==> src/hdl/fcfsa_pkg.sv <==
// shared types, constants and a helper function for the frame clock accumulator
package fcfsa_pkg;

    // data path widths
    localparam int DATA_W     = 64;
    localparam int TICK_WIDTH = 64;
    localparam int REQ_W      = 3;

    // saturation limits
    localparam logic [DATA_W-1:0] WORD_MAX = {DATA_W{1'b1}};
    localparam logic [DATA_W-1:0] TICK_MAX = WORD_MAX >> (DATA_W - TICK_WIDTH);

    // divider iteration count and counter width
    localparam int DIV_STEPS = DATA_W;
    localparam int DIV_CNT_W = $clog2(DIV_STEPS + 1);

    // configuration port geometry
    localparam int CFG_DATA_W   = 64;
    localparam int CFG_ADDR_W   = 4;
    localparam int CFG_SEL_BIT  = 3;
    localparam logic CFG_IDX_STEP = 1'b0;
    localparam logic CFG_IDX_LOCK = 1'b1;

    // request codes
    localparam logic [REQ_W-1:0] REQ_UPDATE   = 3'd0;
    localparam logic [REQ_W-1:0] REQ_ADVANCE  = 3'd1;
    localparam logic [REQ_W-1:0] REQ_START    = 3'd2;
    localparam logic [REQ_W-1:0] REQ_STOP     = 3'd3;
    localparam logic [REQ_W-1:0] REQ_PAUSE    = 3'd4;
    localparam logic [REQ_W-1:0] REQ_RESUME   = 3'd5;
    localparam logic [REQ_W-1:0] REQ_CONSUME  = 3'd6;
    localparam logic [REQ_W-1:0] REQ_LAST_CLK = REQ_RESUME;

    // sequencer states
    typedef enum logic [2:0] {
        ST_IDLE,
        ST_EXEC,
        ST_DELTA,
        ST_ACCUM,
        ST_DIVGO,
        ST_DIVWAIT,
        ST_FINISH,
        ST_RESP
    } fsm_t;

    // divider status
    typedef struct packed {
        logic busy;
        logic done;
    } div_stat_t;

    // decoded configuration write
    typedef struct packed {
        logic              step_we;
        logic              lock_we;
        logic [DATA_W-1:0] data;
    } cfg_wr_t;

    // configuration readback
    typedef struct packed {
        logic [DATA_W-1:0] step_size;
        logic              lock;
    } cfg_rd_t;

    // response payload
    typedef struct packed {
        logic              accepted;
        logic [DATA_W-1:0] consumed_steps;
        logic [DATA_W-1:0] last_tick;
        logic [DATA_W-1:0] frame_delta;
        logic [DATA_W-1:0] total_elapsed;
        logic [DATA_W-1:0] frames_done;
        logic [DATA_W-1:0] pending_steps;
        logic              is_running;
        logic              is_paused;
        logic [DATA_W-1:0] change_count;
    } rsp_t;

    // saturating add clipped at top
    function automatic logic [DATA_W-1:0] sat_add(
        input logic [DATA_W-1:0] a,
        input logic [DATA_W-1:0] b,
        input logic [DATA_W-1:0] top
    );
        logic [DATA_W-1:0] room;
        room = top - a;
        if ((a > top) || (room < b))
        begin
            return top;
        end
        return a + b;
    endfunction

endpackage

==> src/hdl/fcfsa_if.sv <==
// request and response channel interfaces of the frame clock accumulator

// command channel
interface fcfsa_cmd_if;
    logic                                 valid;
    logic                                 ready;
    logic [fcfsa_pkg::REQ_W-1:0]          req_type;
    logic [fcfsa_pkg::DATA_W-1:0]         tick_value;

    modport source (output valid, output req_type, output tick_value, input ready);
    modport sink   (input valid, input req_type, input tick_value, output ready);
endinterface

// response channel
interface fcfsa_rsp_if;
    logic                                 valid;
    logic                                 ready;
    logic                                 accepted;
    logic [fcfsa_pkg::DATA_W-1:0]         consumed_steps;
    logic [fcfsa_pkg::DATA_W-1:0]         last_tick;
    logic [fcfsa_pkg::DATA_W-1:0]         frame_delta;
    logic [fcfsa_pkg::DATA_W-1:0]         total_elapsed;
    logic [fcfsa_pkg::DATA_W-1:0]         frames_done;
    logic [fcfsa_pkg::DATA_W-1:0]         pending_steps;
    logic                                 is_running;
    logic                                 is_paused;
    logic [fcfsa_pkg::DATA_W-1:0]         change_count;

    modport source (
        output valid, output accepted, output consumed_steps, output last_tick,
        output frame_delta, output total_elapsed, output frames_done,
        output pending_steps, output is_running, output is_paused,
        output change_count, input ready
    );
    modport sink (
        input valid, input accepted, input consumed_steps, input last_tick,
        input frame_delta, input total_elapsed, input frames_done,
        input pending_steps, input is_running, input is_paused,
        input change_count, output ready
    );
endinterface

==> src/hdl/frame_clock_fixed_step_accumulator.sv <==
// top level of the frame clock with fixed-step accumulator
//
// Usage:
//   cmd carries one request (req_type, tick_value) per valid/ready handshake;
//   rsp returns one result per request with the clock state after it.
//   The APB port holds fixed_step_size at address 0x0 and lock_enable at
//   address 0x8; writes land on the access cycle, pready is always high.
// Sequencing:
//   after acceptance, start, stop, pause, resume, consume and rejected
//   requests pass EXEC and then RESP; paused updates and advances pass EXEC,
//   DELTA and RESP; unpaused ones pass EXEC, DELTA, ACCUM and RESP when the
//   step size is zero, and add DIVGO, DIVWAIT and FINISH before RESP when it
//   is nonzero, where the 64 iterations of the restoring divider reduce the
//   accumulator modulo the step. One request is in flight at a time; cmd
//   ready returns once the result is in the output register.
// Reset:
//   rst_n clears the clock state, both registers, and the output valid flag;
//   the change count restarts at one.
// Receiver stall:
//   the result waits in the output register; the next request may still be
//   taken, and its result holds in the sequencer until the register frees.
module frame_clock_fixed_step_accumulator (
    input  logic                              clk,
    input  logic                              rst_n,
    fcfsa_cmd_if.sink                         cmd,
    fcfsa_rsp_if.source                       rsp,
    input  logic                              psel,
    input  logic                              penable,
    input  logic                              pwrite,
    input  logic [fcfsa_pkg::CFG_ADDR_W-1:0]  paddr,
    input  logic [fcfsa_pkg::CFG_DATA_W-1:0]  pwdata,
    output logic [fcfsa_pkg::CFG_DATA_W-1:0]  prdata,
    output logic                              pready
);

    fcfsa_pkg::cfg_wr_t                 cfg_wr;
    fcfsa_pkg::cfg_rd_t                 cfg_rd;
    fcfsa_pkg::div_stat_t               div_stat;
    logic                               div_start;
    logic [fcfsa_pkg::DATA_W-1:0]       div_dividend;
    logic [fcfsa_pkg::DATA_W-1:0]       div_divisor;
    logic [fcfsa_pkg::DATA_W-1:0]       div_quo;
    logic [fcfsa_pkg::DATA_W-1:0]       div_rem;
    logic                               wr_fire;
    logic                               sel_lock;

    // apb write decode
    assign pready   = 1'b1;
    assign wr_fire  = psel && penable && pwrite && pready;
    assign sel_lock = paddr[fcfsa_pkg::CFG_SEL_BIT];

    always_comb
    begin
        cfg_wr.step_we = wr_fire && (sel_lock == fcfsa_pkg::CFG_IDX_STEP);
        cfg_wr.lock_we = wr_fire && (sel_lock == fcfsa_pkg::CFG_IDX_LOCK);
        cfg_wr.data    = pwdata;
    end

    // apb readback
    always_comb
    begin
        if (sel_lock == fcfsa_pkg::CFG_IDX_LOCK)
        begin
            prdata = {{(fcfsa_pkg::CFG_DATA_W-1){1'b0}}, cfg_rd.lock};
        end
        else
        begin
            prdata = cfg_rd.step_size;
        end
    end

    // sequencer and state
    fcfsa_core u_core (
        .clk          (clk),
        .rst_n        (rst_n),
        .cmd          (cmd),
        .rsp          (rsp),
        .cfg_wr       (cfg_wr),
        .cfg_rd       (cfg_rd),
        .div_start    (div_start),
        .div_dividend (div_dividend),
        .div_divisor  (div_divisor),
        .div_stat     (div_stat),
        .div_quo      (div_quo),
        .div_rem      (div_rem)
    );

    // restoring divider
    fcfsa_div u_div (
        .clk       (clk),
        .rst_n     (rst_n),
        .start     (div_start),
        .dividend  (div_dividend),
        .divisor   (div_divisor),
        .stat      (div_stat),
        .quotient  (div_quo),
        .remainder (div_rem)
    );

endmodule

==> src/hdl/fcfsa_div.sv <==
// restoring divider, one quotient bit per cycle
module fcfsa_div (
    input  logic                          clk,
    input  logic                          rst_n,
    input  logic                          start,
    input  logic [fcfsa_pkg::DATA_W-1:0]  dividend,
    input  logic [fcfsa_pkg::DATA_W-1:0]  divisor,
    output fcfsa_pkg::div_stat_t          stat,
    output logic [fcfsa_pkg::DATA_W-1:0]  quotient,
    output logic [fcfsa_pkg::DATA_W-1:0]  remainder
);

    logic                             busy_reg, busy_next;
    logic                             done_reg, done_next;
    logic [fcfsa_pkg::DIV_CNT_W-1:0]  cnt_reg, cnt_next;
    logic [fcfsa_pkg::DATA_W-1:0]     quo_reg, quo_next;
    logic [fcfsa_pkg::DATA_W-1:0]     rem_reg, rem_next;
    logic [fcfsa_pkg::DATA_W-1:0]     divisor_reg, divisor_next;
    logic [fcfsa_pkg::DATA_W:0]       trial;
    logic [fcfsa_pkg::DATA_W:0]       diff;

    // one shift and trial subtract
    assign trial = {rem_reg, quo_reg[fcfsa_pkg::DATA_W-1]};
    assign diff  = trial - {1'b0, divisor_reg};

    // iteration control
    always_comb
    begin
        busy_next    = busy_reg;
        done_next    = 1'b0;
        cnt_next     = cnt_reg;
        quo_next     = quo_reg;
        rem_next     = rem_reg;
        divisor_next = divisor_reg;
        if (start)
        begin
            busy_next    = 1'b1;
            cnt_next     = fcfsa_pkg::DIV_CNT_W'(fcfsa_pkg::DIV_STEPS);
            quo_next     = dividend;
            rem_next     = '0;
            divisor_next = divisor;
        end
        else if (busy_reg)
        begin
            if (diff[fcfsa_pkg::DATA_W])
            begin
                rem_next = trial[fcfsa_pkg::DATA_W-1:0];
                quo_next = {quo_reg[fcfsa_pkg::DATA_W-2:0], 1'b0};
            end
            else
            begin
                rem_next = diff[fcfsa_pkg::DATA_W-1:0];
                quo_next = {quo_reg[fcfsa_pkg::DATA_W-2:0], 1'b1};
            end
            cnt_next = cnt_reg - 1'b1;
            if (cnt_reg == fcfsa_pkg::DIV_CNT_W'(1))
            begin
                busy_next = 1'b0;
                done_next = 1'b1;
            end
        end
    end

    // control registers
    always_ff @(posedge clk or negedge rst_n)
    begin
        if (!rst_n)
        begin
            busy_reg <= 1'b0;
            done_reg <= 1'b0;
            cnt_reg  <= '0;
        end
        else
        begin
            busy_reg <= busy_next;
            done_reg <= done_next;
            cnt_reg  <= cnt_next;
        end
    end

    // operand registers
    always_ff @(posedge clk)
    begin
        quo_reg     <= quo_next;
        rem_reg     <= rem_next;
        divisor_reg <= divisor_next;
    end

    assign stat.busy = busy_reg;
    assign stat.done = done_reg;
    assign quotient  = quo_reg;
    assign remainder = rem_reg;

endmodule

==> src/hdl/fcfsa_core.sv <==
// command sequencer and clock state of the frame clock accumulator
module fcfsa_core (
    input  logic                          clk,
    input  logic                          rst_n,
    fcfsa_cmd_if.sink                     cmd,
    fcfsa_rsp_if.source                   rsp,
    input  fcfsa_pkg::cfg_wr_t            cfg_wr,
    output fcfsa_pkg::cfg_rd_t            cfg_rd,
    output logic                          div_start,
    output logic [fcfsa_pkg::DATA_W-1:0]  div_dividend,
    output logic [fcfsa_pkg::DATA_W-1:0]  div_divisor,
    input  fcfsa_pkg::div_stat_t          div_stat,
    input  logic [fcfsa_pkg::DATA_W-1:0]  div_quo,
    input  logic [fcfsa_pkg::DATA_W-1:0]  div_rem
);

    localparam int W = fcfsa_pkg::DATA_W;

    fcfsa_pkg::fsm_t                state_reg, state_next;

    // latched command
    logic [fcfsa_pkg::REQ_W-1:0]    req_reg, req_next;
    logic [W-1:0]                   tv_reg, tv_next;
    logic [W-1:0]                   target_reg, target_next;
    logic                           ok_reg, ok_next;
    logic [W-1:0]                   handed_reg, handed_next;

    // clock state
    logic [W-1:0]                   tick_now_reg, tick_now_next;
    logic [W-1:0]                   delta_reg, delta_next;
    logic [W-1:0]                   elapsed_reg, elapsed_next;
    logic [W-1:0]                   frames_reg, frames_next;
    logic [W-1:0]                   accum_reg, accum_next;
    logic [W-1:0]                   steps_reg, steps_next;
    logic                           run_reg, run_next;
    logic                           pause_reg, pause_next;
    logic [W-1:0]                   gen_reg, gen_next;

    // configuration
    logic [W-1:0]                   step_size_reg, step_size_next;
    logic                           lock_reg, lock_next;

    // response register
    fcfsa_pkg::rsp_t                rsp_reg, rsp_next;
    logic                           rsp_valid_reg, rsp_valid_next;

    logic                           cmd_fire;
    logic                           rsp_free;
    logic                           step_on;
    logic                           timed_req;

    assign cmd_fire  = cmd.valid && cmd.ready;
    assign rsp_free  = !rsp_valid_reg || rsp.ready;
    assign step_on   = (step_size_reg != '0);
    assign timed_req = (req_reg == fcfsa_pkg::REQ_UPDATE) ||
                       (req_reg == fcfsa_pkg::REQ_ADVANCE);

    // next state
    always_comb
    begin
        state_next = state_reg;
        case (state_reg)
            fcfsa_pkg::ST_IDLE:
            begin
                if (cmd_fire)
                begin
                    state_next = fcfsa_pkg::ST_EXEC;
                end
            end
            fcfsa_pkg::ST_EXEC:
            begin
                if ((req_reg <= fcfsa_pkg::REQ_LAST_CLK) && !lock_reg && run_reg && timed_req)
                begin
                    state_next = fcfsa_pkg::ST_DELTA;
                end
                else
                begin
                    state_next = fcfsa_pkg::ST_RESP;
                end
            end
            fcfsa_pkg::ST_DELTA:
            begin
                state_next = pause_reg ? fcfsa_pkg::ST_RESP : fcfsa_pkg::ST_ACCUM;
            end
            fcfsa_pkg::ST_ACCUM:
            begin
                state_next = step_on ? fcfsa_pkg::ST_DIVGO : fcfsa_pkg::ST_RESP;
            end
            fcfsa_pkg::ST_DIVGO:
            begin
                state_next = fcfsa_pkg::ST_DIVWAIT;
            end
            fcfsa_pkg::ST_DIVWAIT:
            begin
                if (div_stat.done)
                begin
                    state_next = fcfsa_pkg::ST_FINISH;
                end
            end
            fcfsa_pkg::ST_FINISH:
            begin
                state_next = fcfsa_pkg::ST_RESP;
            end
            fcfsa_pkg::ST_RESP:
            begin
                if (rsp_free)
                begin
                    state_next = fcfsa_pkg::ST_IDLE;
                end
            end
            default:
            begin
                state_next = fcfsa_pkg::ST_IDLE;
            end
        endcase
    end

    // state updates per sequencer step
    always_comb
    begin
        req_next       = req_reg;
        tv_next        = tv_reg;
        target_next    = target_reg;
        ok_next        = ok_reg;
        handed_next    = handed_reg;
        tick_now_next  = tick_now_reg;
        delta_next     = delta_reg;
        elapsed_next   = elapsed_reg;
        frames_next    = frames_reg;
        accum_next     = accum_reg;
        steps_next     = steps_reg;
        run_next       = run_reg;
        pause_next     = pause_reg;
        gen_next       = gen_reg;
        step_size_next = step_size_reg;
        lock_next      = lock_reg;
        rsp_next       = rsp_reg;
        rsp_valid_next = rsp_valid_reg;

        // response taken downstream
        if (rsp_valid_reg && rsp.ready)
        begin
            rsp_valid_next = 1'b0;
        end

        case (state_reg)
            fcfsa_pkg::ST_IDLE:
            begin
                if (cmd_fire)
                begin
                    req_next    = cmd.req_type;
                    tv_next     = cmd.tick_value & fcfsa_pkg::TICK_MAX;
                    ok_next     = 1'b0;
                    handed_next = '0;
                end
            end
            fcfsa_pkg::ST_EXEC:
            begin
                if (req_reg == fcfsa_pkg::REQ_CONSUME)
                begin
                    if (step_on)
                    begin
                        handed_next = steps_reg;
                        steps_next  = '0;
                        ok_next     = 1'b1;
                    end
                end
                else if ((req_reg <= fcfsa_pkg::REQ_LAST_CLK) && !lock_reg)
                begin
                    case (req_reg)
                        fcfsa_pkg::REQ_UPDATE:
                        begin
                            if (run_reg)
                            begin
                                target_next = tv_reg;
                                ok_next     = 1'b1;
                            end
                        end
                        fcfsa_pkg::REQ_ADVANCE:
                        begin
                            if (run_reg)
                            begin
                                target_next = fcfsa_pkg::sat_add(tick_now_reg, tv_reg,
                                                                 fcfsa_pkg::TICK_MAX);
                                ok_next     = 1'b1;
                            end
                        end
                        fcfsa_pkg::REQ_START:
                        begin
                            tick_now_next = tv_reg;
                            elapsed_next  = '0;
                            delta_next    = '0;
                            accum_next    = '0;
                            frames_next   = '0;
                            steps_next    = '0;
                            run_next      = 1'b1;
                            pause_next    = 1'b0;
                            gen_next      = gen_reg + 1'b1;
                            ok_next       = 1'b1;
                        end
                        fcfsa_pkg::REQ_STOP:
                        begin
                            run_next   = 1'b0;
                            pause_next = 1'b0;
                            gen_next   = gen_reg + 1'b1;
                            ok_next    = 1'b1;
                        end
                        fcfsa_pkg::REQ_PAUSE, fcfsa_pkg::REQ_RESUME:
                        begin
                            if (run_reg)
                            begin
                                pause_next = (req_reg == fcfsa_pkg::REQ_PAUSE);
                                gen_next   = gen_reg + 1'b1;
                                ok_next    = 1'b1;
                            end
                        end
                        default:
                        begin
                            ok_next = 1'b0;
                        end
                    endcase
                end
            end
            fcfsa_pkg::ST_DELTA:
            begin
                // backward tick or a paused clock gives a zero delta
                tick_now_next = target_reg;
                if (pause_reg || (target_reg < tick_now_reg))
                begin
                    delta_next = '0;
                end
                else
                begin
                    delta_next = target_reg - tick_now_reg;
                end
            end
            fcfsa_pkg::ST_ACCUM:
            begin
                elapsed_next = fcfsa_pkg::sat_add(elapsed_reg, delta_reg, fcfsa_pkg::TICK_MAX);
                frames_next  = frames_reg + 1'b1;
                if (step_on)
                begin
                    accum_next = fcfsa_pkg::sat_add(accum_reg, delta_reg, fcfsa_pkg::TICK_MAX);
                end
                else
                begin
                    gen_next = gen_reg + 1'b1;
                end
            end
            fcfsa_pkg::ST_FINISH:
            begin
                accum_next = div_rem;
                steps_next = fcfsa_pkg::sat_add(steps_reg, div_quo, fcfsa_pkg::WORD_MAX);
                gen_next   = gen_reg + 1'b1;
            end
            fcfsa_pkg::ST_RESP:
            begin
                if (rsp_free)
                begin
                    rsp_next.accepted       = ok_reg;
                    rsp_next.consumed_steps = handed_reg;
                    rsp_next.last_tick      = tick_now_reg;
                    rsp_next.frame_delta    = delta_reg;
                    rsp_next.total_elapsed  = elapsed_reg;
                    rsp_next.frames_done    = frames_reg;
                    rsp_next.pending_steps  = steps_reg;
                    rsp_next.is_running     = run_reg;
                    rsp_next.is_paused      = pause_reg;
                    rsp_next.change_count   = gen_reg;
                    rsp_valid_next          = 1'b1;
                end
            end
            default:
            begin
                ok_next = ok_reg;
            end
        endcase

        // register writes must arrive only while the sequencer is idle; the block itself does not enforce this
        if (cfg_wr.step_we && !lock_reg)
        begin
            step_size_next = cfg_wr.data;
            accum_next     = '0;
            gen_next       = gen_reg + 1'b1;
        end
        if (cfg_wr.lock_we)
        begin
            lock_next = cfg_wr.data[0];
        end
    end

    // control and clock state registers
    always_ff @(posedge clk or negedge rst_n)
    begin
        if (!rst_n)
        begin
            state_reg     <= fcfsa_pkg::ST_IDLE;
            tick_now_reg  <= '0;
            delta_reg     <= '0;
            elapsed_reg   <= '0;
            frames_reg    <= '0;
            accum_reg     <= '0;
            steps_reg     <= '0;
            run_reg       <= 1'b0;
            pause_reg     <= 1'b0;
            gen_reg       <= W'(1);
            step_size_reg <= '0;
            lock_reg      <= 1'b0;
            rsp_valid_reg <= 1'b0;
        end
        else
        begin
            state_reg     <= state_next;
            tick_now_reg  <= tick_now_next;
            delta_reg     <= delta_next;
            elapsed_reg   <= elapsed_next;
            frames_reg    <= frames_next;
            accum_reg     <= accum_next;
            steps_reg     <= steps_next;
            run_reg       <= run_next;
            pause_reg     <= pause_next;
            gen_reg       <= gen_next;
            step_size_reg <= step_size_next;
            lock_reg      <= lock_next;
            rsp_valid_reg <= rsp_valid_next;
        end
    end

    // command and response payload
    always_ff @(posedge clk)
    begin
        req_reg    <= req_next;
        tv_reg     <= tv_next;
        target_reg <= target_next;
        ok_reg     <= ok_next;
        handed_reg <= handed_next;
        rsp_reg    <= rsp_next;
    end

    // outputs
    always_comb
    begin
        cmd.ready          = (state_reg == fcfsa_pkg::ST_IDLE);
        div_start          = (state_reg == fcfsa_pkg::ST_DIVGO);
        div_dividend       = accum_reg;
        div_divisor        = step_size_reg;
        cfg_rd.step_size   = step_size_reg;
        cfg_rd.lock        = lock_reg;
        rsp.valid          = rsp_valid_reg;
        rsp.accepted       = rsp_reg.accepted;
        rsp.consumed_steps = rsp_reg.consumed_steps;
        rsp.last_tick      = rsp_reg.last_tick;
        rsp.frame_delta    = rsp_reg.frame_delta;
        rsp.total_elapsed  = rsp_reg.total_elapsed;
        rsp.frames_done    = rsp_reg.frames_done;
        rsp.pending_steps  = rsp_reg.pending_steps;
        rsp.is_running     = rsp_reg.is_running;
        rsp.is_paused      = rsp_reg.is_paused;
        rsp.change_count   = rsp_reg.change_count;
    end

endmodule

==> src/flat_wrapper.sv <==
// flat-port wrapper written by rule: the top's interface ports become plain ports
module frame_clock_fixed_step_accumulator_flat 
  (clk, rst_n, psel, penable, pwrite, paddr, pwdata, prdata, pready, cmd_valid, cmd_req_type, cmd_tick_value, cmd_ready, rsp_valid, rsp_accepted, rsp_consumed_steps, rsp_last_tick, rsp_frame_delta, rsp_total_elapsed, rsp_frames_done, rsp_pending_steps, rsp_is_running, rsp_is_paused, rsp_change_count, rsp_ready);
  fcfsa_cmd_if cmd_i ();
  fcfsa_rsp_if rsp_i ();
  input  logic clk;
  input  logic rst_n;
  input  logic psel;
  input  logic penable;
  input  logic pwrite;
  input  logic [fcfsa_pkg::CFG_ADDR_W-1:0] paddr;
  input  logic [fcfsa_pkg::CFG_DATA_W-1:0] pwdata;
  output logic [fcfsa_pkg::CFG_DATA_W-1:0] prdata;
  output logic pready;
  input wire logic [$bits(cmd_i.valid)-1:0] cmd_valid;
  input wire logic [$bits(cmd_i.req_type)-1:0] cmd_req_type;
  input wire logic [$bits(cmd_i.tick_value)-1:0] cmd_tick_value;
  output wire logic [$bits(cmd_i.ready)-1:0] cmd_ready;
  output wire logic [$bits(rsp_i.valid)-1:0] rsp_valid;
  output wire logic [$bits(rsp_i.accepted)-1:0] rsp_accepted;
  output wire logic [$bits(rsp_i.consumed_steps)-1:0] rsp_consumed_steps;
  output wire logic [$bits(rsp_i.last_tick)-1:0] rsp_last_tick;
  output wire logic [$bits(rsp_i.frame_delta)-1:0] rsp_frame_delta;
  output wire logic [$bits(rsp_i.total_elapsed)-1:0] rsp_total_elapsed;
  output wire logic [$bits(rsp_i.frames_done)-1:0] rsp_frames_done;
  output wire logic [$bits(rsp_i.pending_steps)-1:0] rsp_pending_steps;
  output wire logic [$bits(rsp_i.is_running)-1:0] rsp_is_running;
  output wire logic [$bits(rsp_i.is_paused)-1:0] rsp_is_paused;
  output wire logic [$bits(rsp_i.change_count)-1:0] rsp_change_count;
  input wire logic [$bits(rsp_i.ready)-1:0] rsp_ready;
  assign cmd_i.valid = cmd_valid;
  assign cmd_i.req_type = cmd_req_type;
  assign cmd_i.tick_value = cmd_tick_value;
  assign cmd_ready = cmd_i.ready;
  assign rsp_valid = rsp_i.valid;
  assign rsp_accepted = rsp_i.accepted;
  assign rsp_consumed_steps = rsp_i.consumed_steps;
  assign rsp_last_tick = rsp_i.last_tick;
  assign rsp_frame_delta = rsp_i.frame_delta;
  assign rsp_total_elapsed = rsp_i.total_elapsed;
  assign rsp_frames_done = rsp_i.frames_done;
  assign rsp_pending_steps = rsp_i.pending_steps;
  assign rsp_is_running = rsp_i.is_running;
  assign rsp_is_paused = rsp_i.is_paused;
  assign rsp_change_count = rsp_i.change_count;
  assign rsp_i.ready = rsp_ready;
  frame_clock_fixed_step_accumulator u_core (.clk(clk), .rst_n(rst_n), .cmd(cmd_i), .rsp(rsp_i), .psel(psel), .penable(penable), .pwrite(pwrite), .paddr(paddr), .pwdata(pwdata), .prdata(prdata), .pready(pready));
endmodule
==> config.mk <==
export PLATFORM = sky130hd
export DESIGN_NAME = frame_clock_fixed_step_accumulator_flat
export DESIGN_NICKNAME = d
export VERILOG_FILES = /design/src/hdl/fcfsa_pkg.sv /design/src/hdl/fcfsa_if.sv /design/src/hdl/frame_clock_fixed_step_accumulator.sv /design/src/hdl/fcfsa_div.sv /design/src/hdl/fcfsa_core.sv /design/src/flat_wrapper.sv
export SDC_FILE = /design/constraint.sdc
export NUM_CORES = 2
export LEC_CHECK = 0
export BUFFER_PORTS_ARGS = -buffer_cell sky130_fd_sc_hd__buf_4
export CAP_MARGIN = 20
export CORE_MARGIN = 5
export CORE_UTILIZATION = 35
export CTS_CLUSTER_DIAMETER = 100
export DETAILED_ROUTE_END_ITERATION = 8
export HOLD_SLACK_MARGIN = 0.12
export SYNTH_ARGS = -nofsm -noshare
export SYNTH_HDL_FRONTEND = slang
export SYNTH_SLANG_ARGS = --single-unit
==> constraint.sdc <==
create_clock -name clk -period 41.7 [get_ports clk]
set_input_delay 6.255 -clock clk [delete_from_list [all_inputs] [get_ports clk]]
set_output_delay 6.255 -clock clk [all_outputs]
set_load 0.03 [all_outputs]
==> results_dict.tcl <==
set metrics [dict create \
    remaining_drc_errors 0 \
    p_leak_nw 40.01 \
    ir_drop_mv 0.05515 \
    wl_microns 266800 \
    fp.dieW_microns 484.1 \
    cts_tree "yes" \
    p_per_area_nw_per_um2 85.26 \
    drive_gt1_share_pct 12.08 \
    cp_slowest_stage_delay_ns 0.49 \
    cap_viol_max_count 0 \
    synth-edff-count 775 \
    synth_top_family_by_area "compound AO/OA/AOI/OAI gates" \
    grt_max_degree 157 \
    vias 62520 \
    synth_top_area_share_pct 29.58 \
    dr.pass1.iters 8 \
    ioPinCount 660 \
    synth_area_sq_um 78670 \
    cts_resized 0 \
    synth_adder_area_share_pct 10.32 \
    final.setup.tns_ns 0 \
    cts-root-buf "clkbuf_16" \
    min_period_over_period_pct 32.57 \
    antenna_found_initial 16 \
    nNetsFinal 9320 \
    coreArea_sq_um 224200 \
    port_buffers 655 \
    clk_pin_slew_ns 0.06 \
    yosys.area_share.simple_pct 12.84 \
    critical_path_class "primary input to output pin" \
    initial_core_util_pct 35.08 \
    synthTopCellsByArea "edfxtp_1 30%, dfrtp_1 17%, ha_1 10%" \
    wl_per_cell_microns 22.88 \
    hpwl_microns 204000 \
    synth-compound-area-share_pct 17.82 \
    timing.final.max_slew_violations 0 \
    synthDistinctLibCells 106 \
    ctsHoldBuffers 0 \
    cts_setup_buffers 0 \
    crit_path_start_kind "primary input" \
    cp_max_fo 67 \
    cts_max_path_buffers 3 \
    yosys.area.top_type "edfxtp_1" \
    cp.required_ns 35.44 \
    relSlewSlack_pct 27.31 \
    cts_sinks 1367 \
    yosys_most_used_dff "edfxtp_1" \
    synth-xor-area-share_pct 5.121 \
    min_path_type "flip-flop to flip-flop" \
    muxShareOfSynthArea_pct 0.8588 \
    syn-mean-instance-area_sq_um 9.765 \
    syn-num-nets 8844 \
    avgViaCountPerCell 5.360 \
    clk_latency_ns 0.86 \
    path_delay_family "buffers and inverters" \
    grt_overflow 0 \
    grt_pass1_vias 61200 \
    fmax_ghz 0.07363 \
    ys_seq_area_share_pct 48.01 \
    synth_common_cells "905 x nand2_1, 802 x a21oi_1, 775 x edfxtp_1" \
    synth-seq-cells 1367 \
    drtIter0Drc 5298 \
    syn_to_final_growth_pct 16.90 \
    setup_viol_count_final 0 \
    yosysMostFrequentCell "nand2_1" \
    clock-skew-final_ns 0.07368 \
    hold_violations 0 \
    endpoint_kind "output pin" \
    grt_first_pass_wirelength_microns 397200 \
    drtAntennaViolNets 0 \
    worst_pin_slew_ns 1.088 \
    arrival_ns 7.33 \
    rows 174 \
    critPathMostFrequentCell "buf_4" \
    dieArea_sq_um 234400 \
    htree_levels 4 \
    critPathBufInv 2 \
    cts_inserted_buffers 158 \
    period_needed_ns 13.58 \
    gp_congestion 0.9204 \
    rsz0062_at_grt "no" \
    slowest_stage "buf_4" \
    die_height_microns 484.1 \
    grtUsageTotal_pct 21.88 \
    async_reset_ff_share_pct 38.62 \
    netlist_instances 8057 \
    yosys_warnings 0 \
    worstPathCellList "buf_4 -> mux2_2 -> buf_4" \
    outcome "completed" \
    postLayoutCoreUtil_pct 41.02 \
]
per-stage QoR:
stage                     total power (W)  std cells  hold WS (ns)  area [sq um]  worst slack (ns)
after floorplan                  0.005107       8057        0.4003         78670             14.44
after CTS                        0.007857      11660        0.4172         91930             28.11
after global routing             0.008339      11660        0.4230         91960             28.03
final                            0.007841      11660        0.4139         91970             28.12
after global placement           0.006308      11360        0.4036         86340             28.17
after detailed placement         0.006335      11360        0.4045         86340             28.12
path summary, 6_finish.rpt:
| check | start | to | slack (ns) | cells past startpoint |
|---|---|---|---|---|
| max | paddr[3] | prdata[0] | 28.12 | 3 |
| min | u_core.u_core.handed_reg[13]$_SDFFCE_PN0P_ | u_core.u_core.rsp.consumed_steps[13]$_DFFE_PP_ | 0.41 | 0 |
| max reg2reg | u_core.u_div.quotient[63]$_DFFE_PP_ | u_core.u_div.remainder[57]$_SDFFE_PP0P_ | 36.34 | 17 |
| min reg2reg | u_core.u_core.handed_reg[13]$_SDFFCE_PN0P_ | u_core.u_core.rsp.consumed_steps[13]$_DFFE_PP_ | 0.41 | 0 |
| max in group asynchronous | rst_n | u_core.u_core.gen_reg[59]$_DFFE_PN0P_ | 32.57 | 5 |
| min in group asynchronous | rst_n | u_core.u_core.tick_now_reg[5]$_DFFE_PN0P_ | 5.44 | 1 |
power by group:
| part | switching (W) | internal (W) | leakage [nW] |
|---|---|---|---|
| Clock | 0.000617 | 0.000860 | 2.68 |
| Sequential | 0.000507 | 0.00195 | 14.6 |
| Combinational | 0.00250 | 0.00141 | 22.8 |
| Total | 0.00362 | 0.00422 | 40.0 |
worst register-to-register path, stage by stage (launching register included):
cell	delay (ns)
edfxtp_1	0.38
inv_1	0.19
ha_1	0.33
fa_1	0.45
nand2b_1	0.19
a21oi_1	0.23
o2111ai_1	0.21
a31oi_1	0.26
nor3_1	0.08
buf_4	0.17
o32ai_1	0.19
nor4_1	0.08
nor3_1	0.51
xor2_4	0.49
buf_4	0.86
o21ai_0	0.36
o21ai_0	0.17
a21oi_1	0.09
logic make-up after synthesis:
group | after synthesis
compound gates | 2286
xor+xnor | 460
fa+ha+maj | 645
buf+inv | 1033
flops | 1367
mux | 67
other cells | 1
simple gates | 2198
routing by layer:
layer  global-route usage (%)  share of wire [%]  vias to the layer above
met2                    33.93                 44                     2126
met5                        0              0.018                        -
met3                    3.279                6.0                      333
li1                         -                  -                    29440
met1                    31.61                 46                    30610
met4                    6.582                3.1                        8
layout by cell type, fill, tap and decap left out, types with 34 or more instances in the layout:
master / instances
a31oi_1: 51
nand3_1: 136
nor2b_1: 120
nand4_1: 136
and3_1: 46
a211oi_1: 116
mux2i_1: 63
a21o_1: 286
dfxtp_1: 64
clkbuf_1: 34
o21ai_0: 531
edfxtp_1: 775
inv_1: 632
xor2_1: 197
nand2b_1: 49
nor3_1: 63
nor4_1: 39
o21a_1: 52
clkbuf_16: 160
o211ai_1: 38
buf_4: 712
a21oi_1: 802
nand2_1: 905
o21bai_1: 98
xnor2_1: 262
and2_1: 35
or3_1: 37
o22ai_1: 45
dfrtp_1: 526
nor2_1: 523
ha_1: 639
cell type report:
cell class	instances	area (sq um)
inverters	634	2386
fillers	22040	132300
flip-flops and latches	1367	37770
clock inverters	88	1291
repair buffers	715	5400
well taps	2992	3744
multi-input cells	5657	37070
diodes	5	12.51
clock buffers	206	4297
Power figures use the tool's default switching activity.
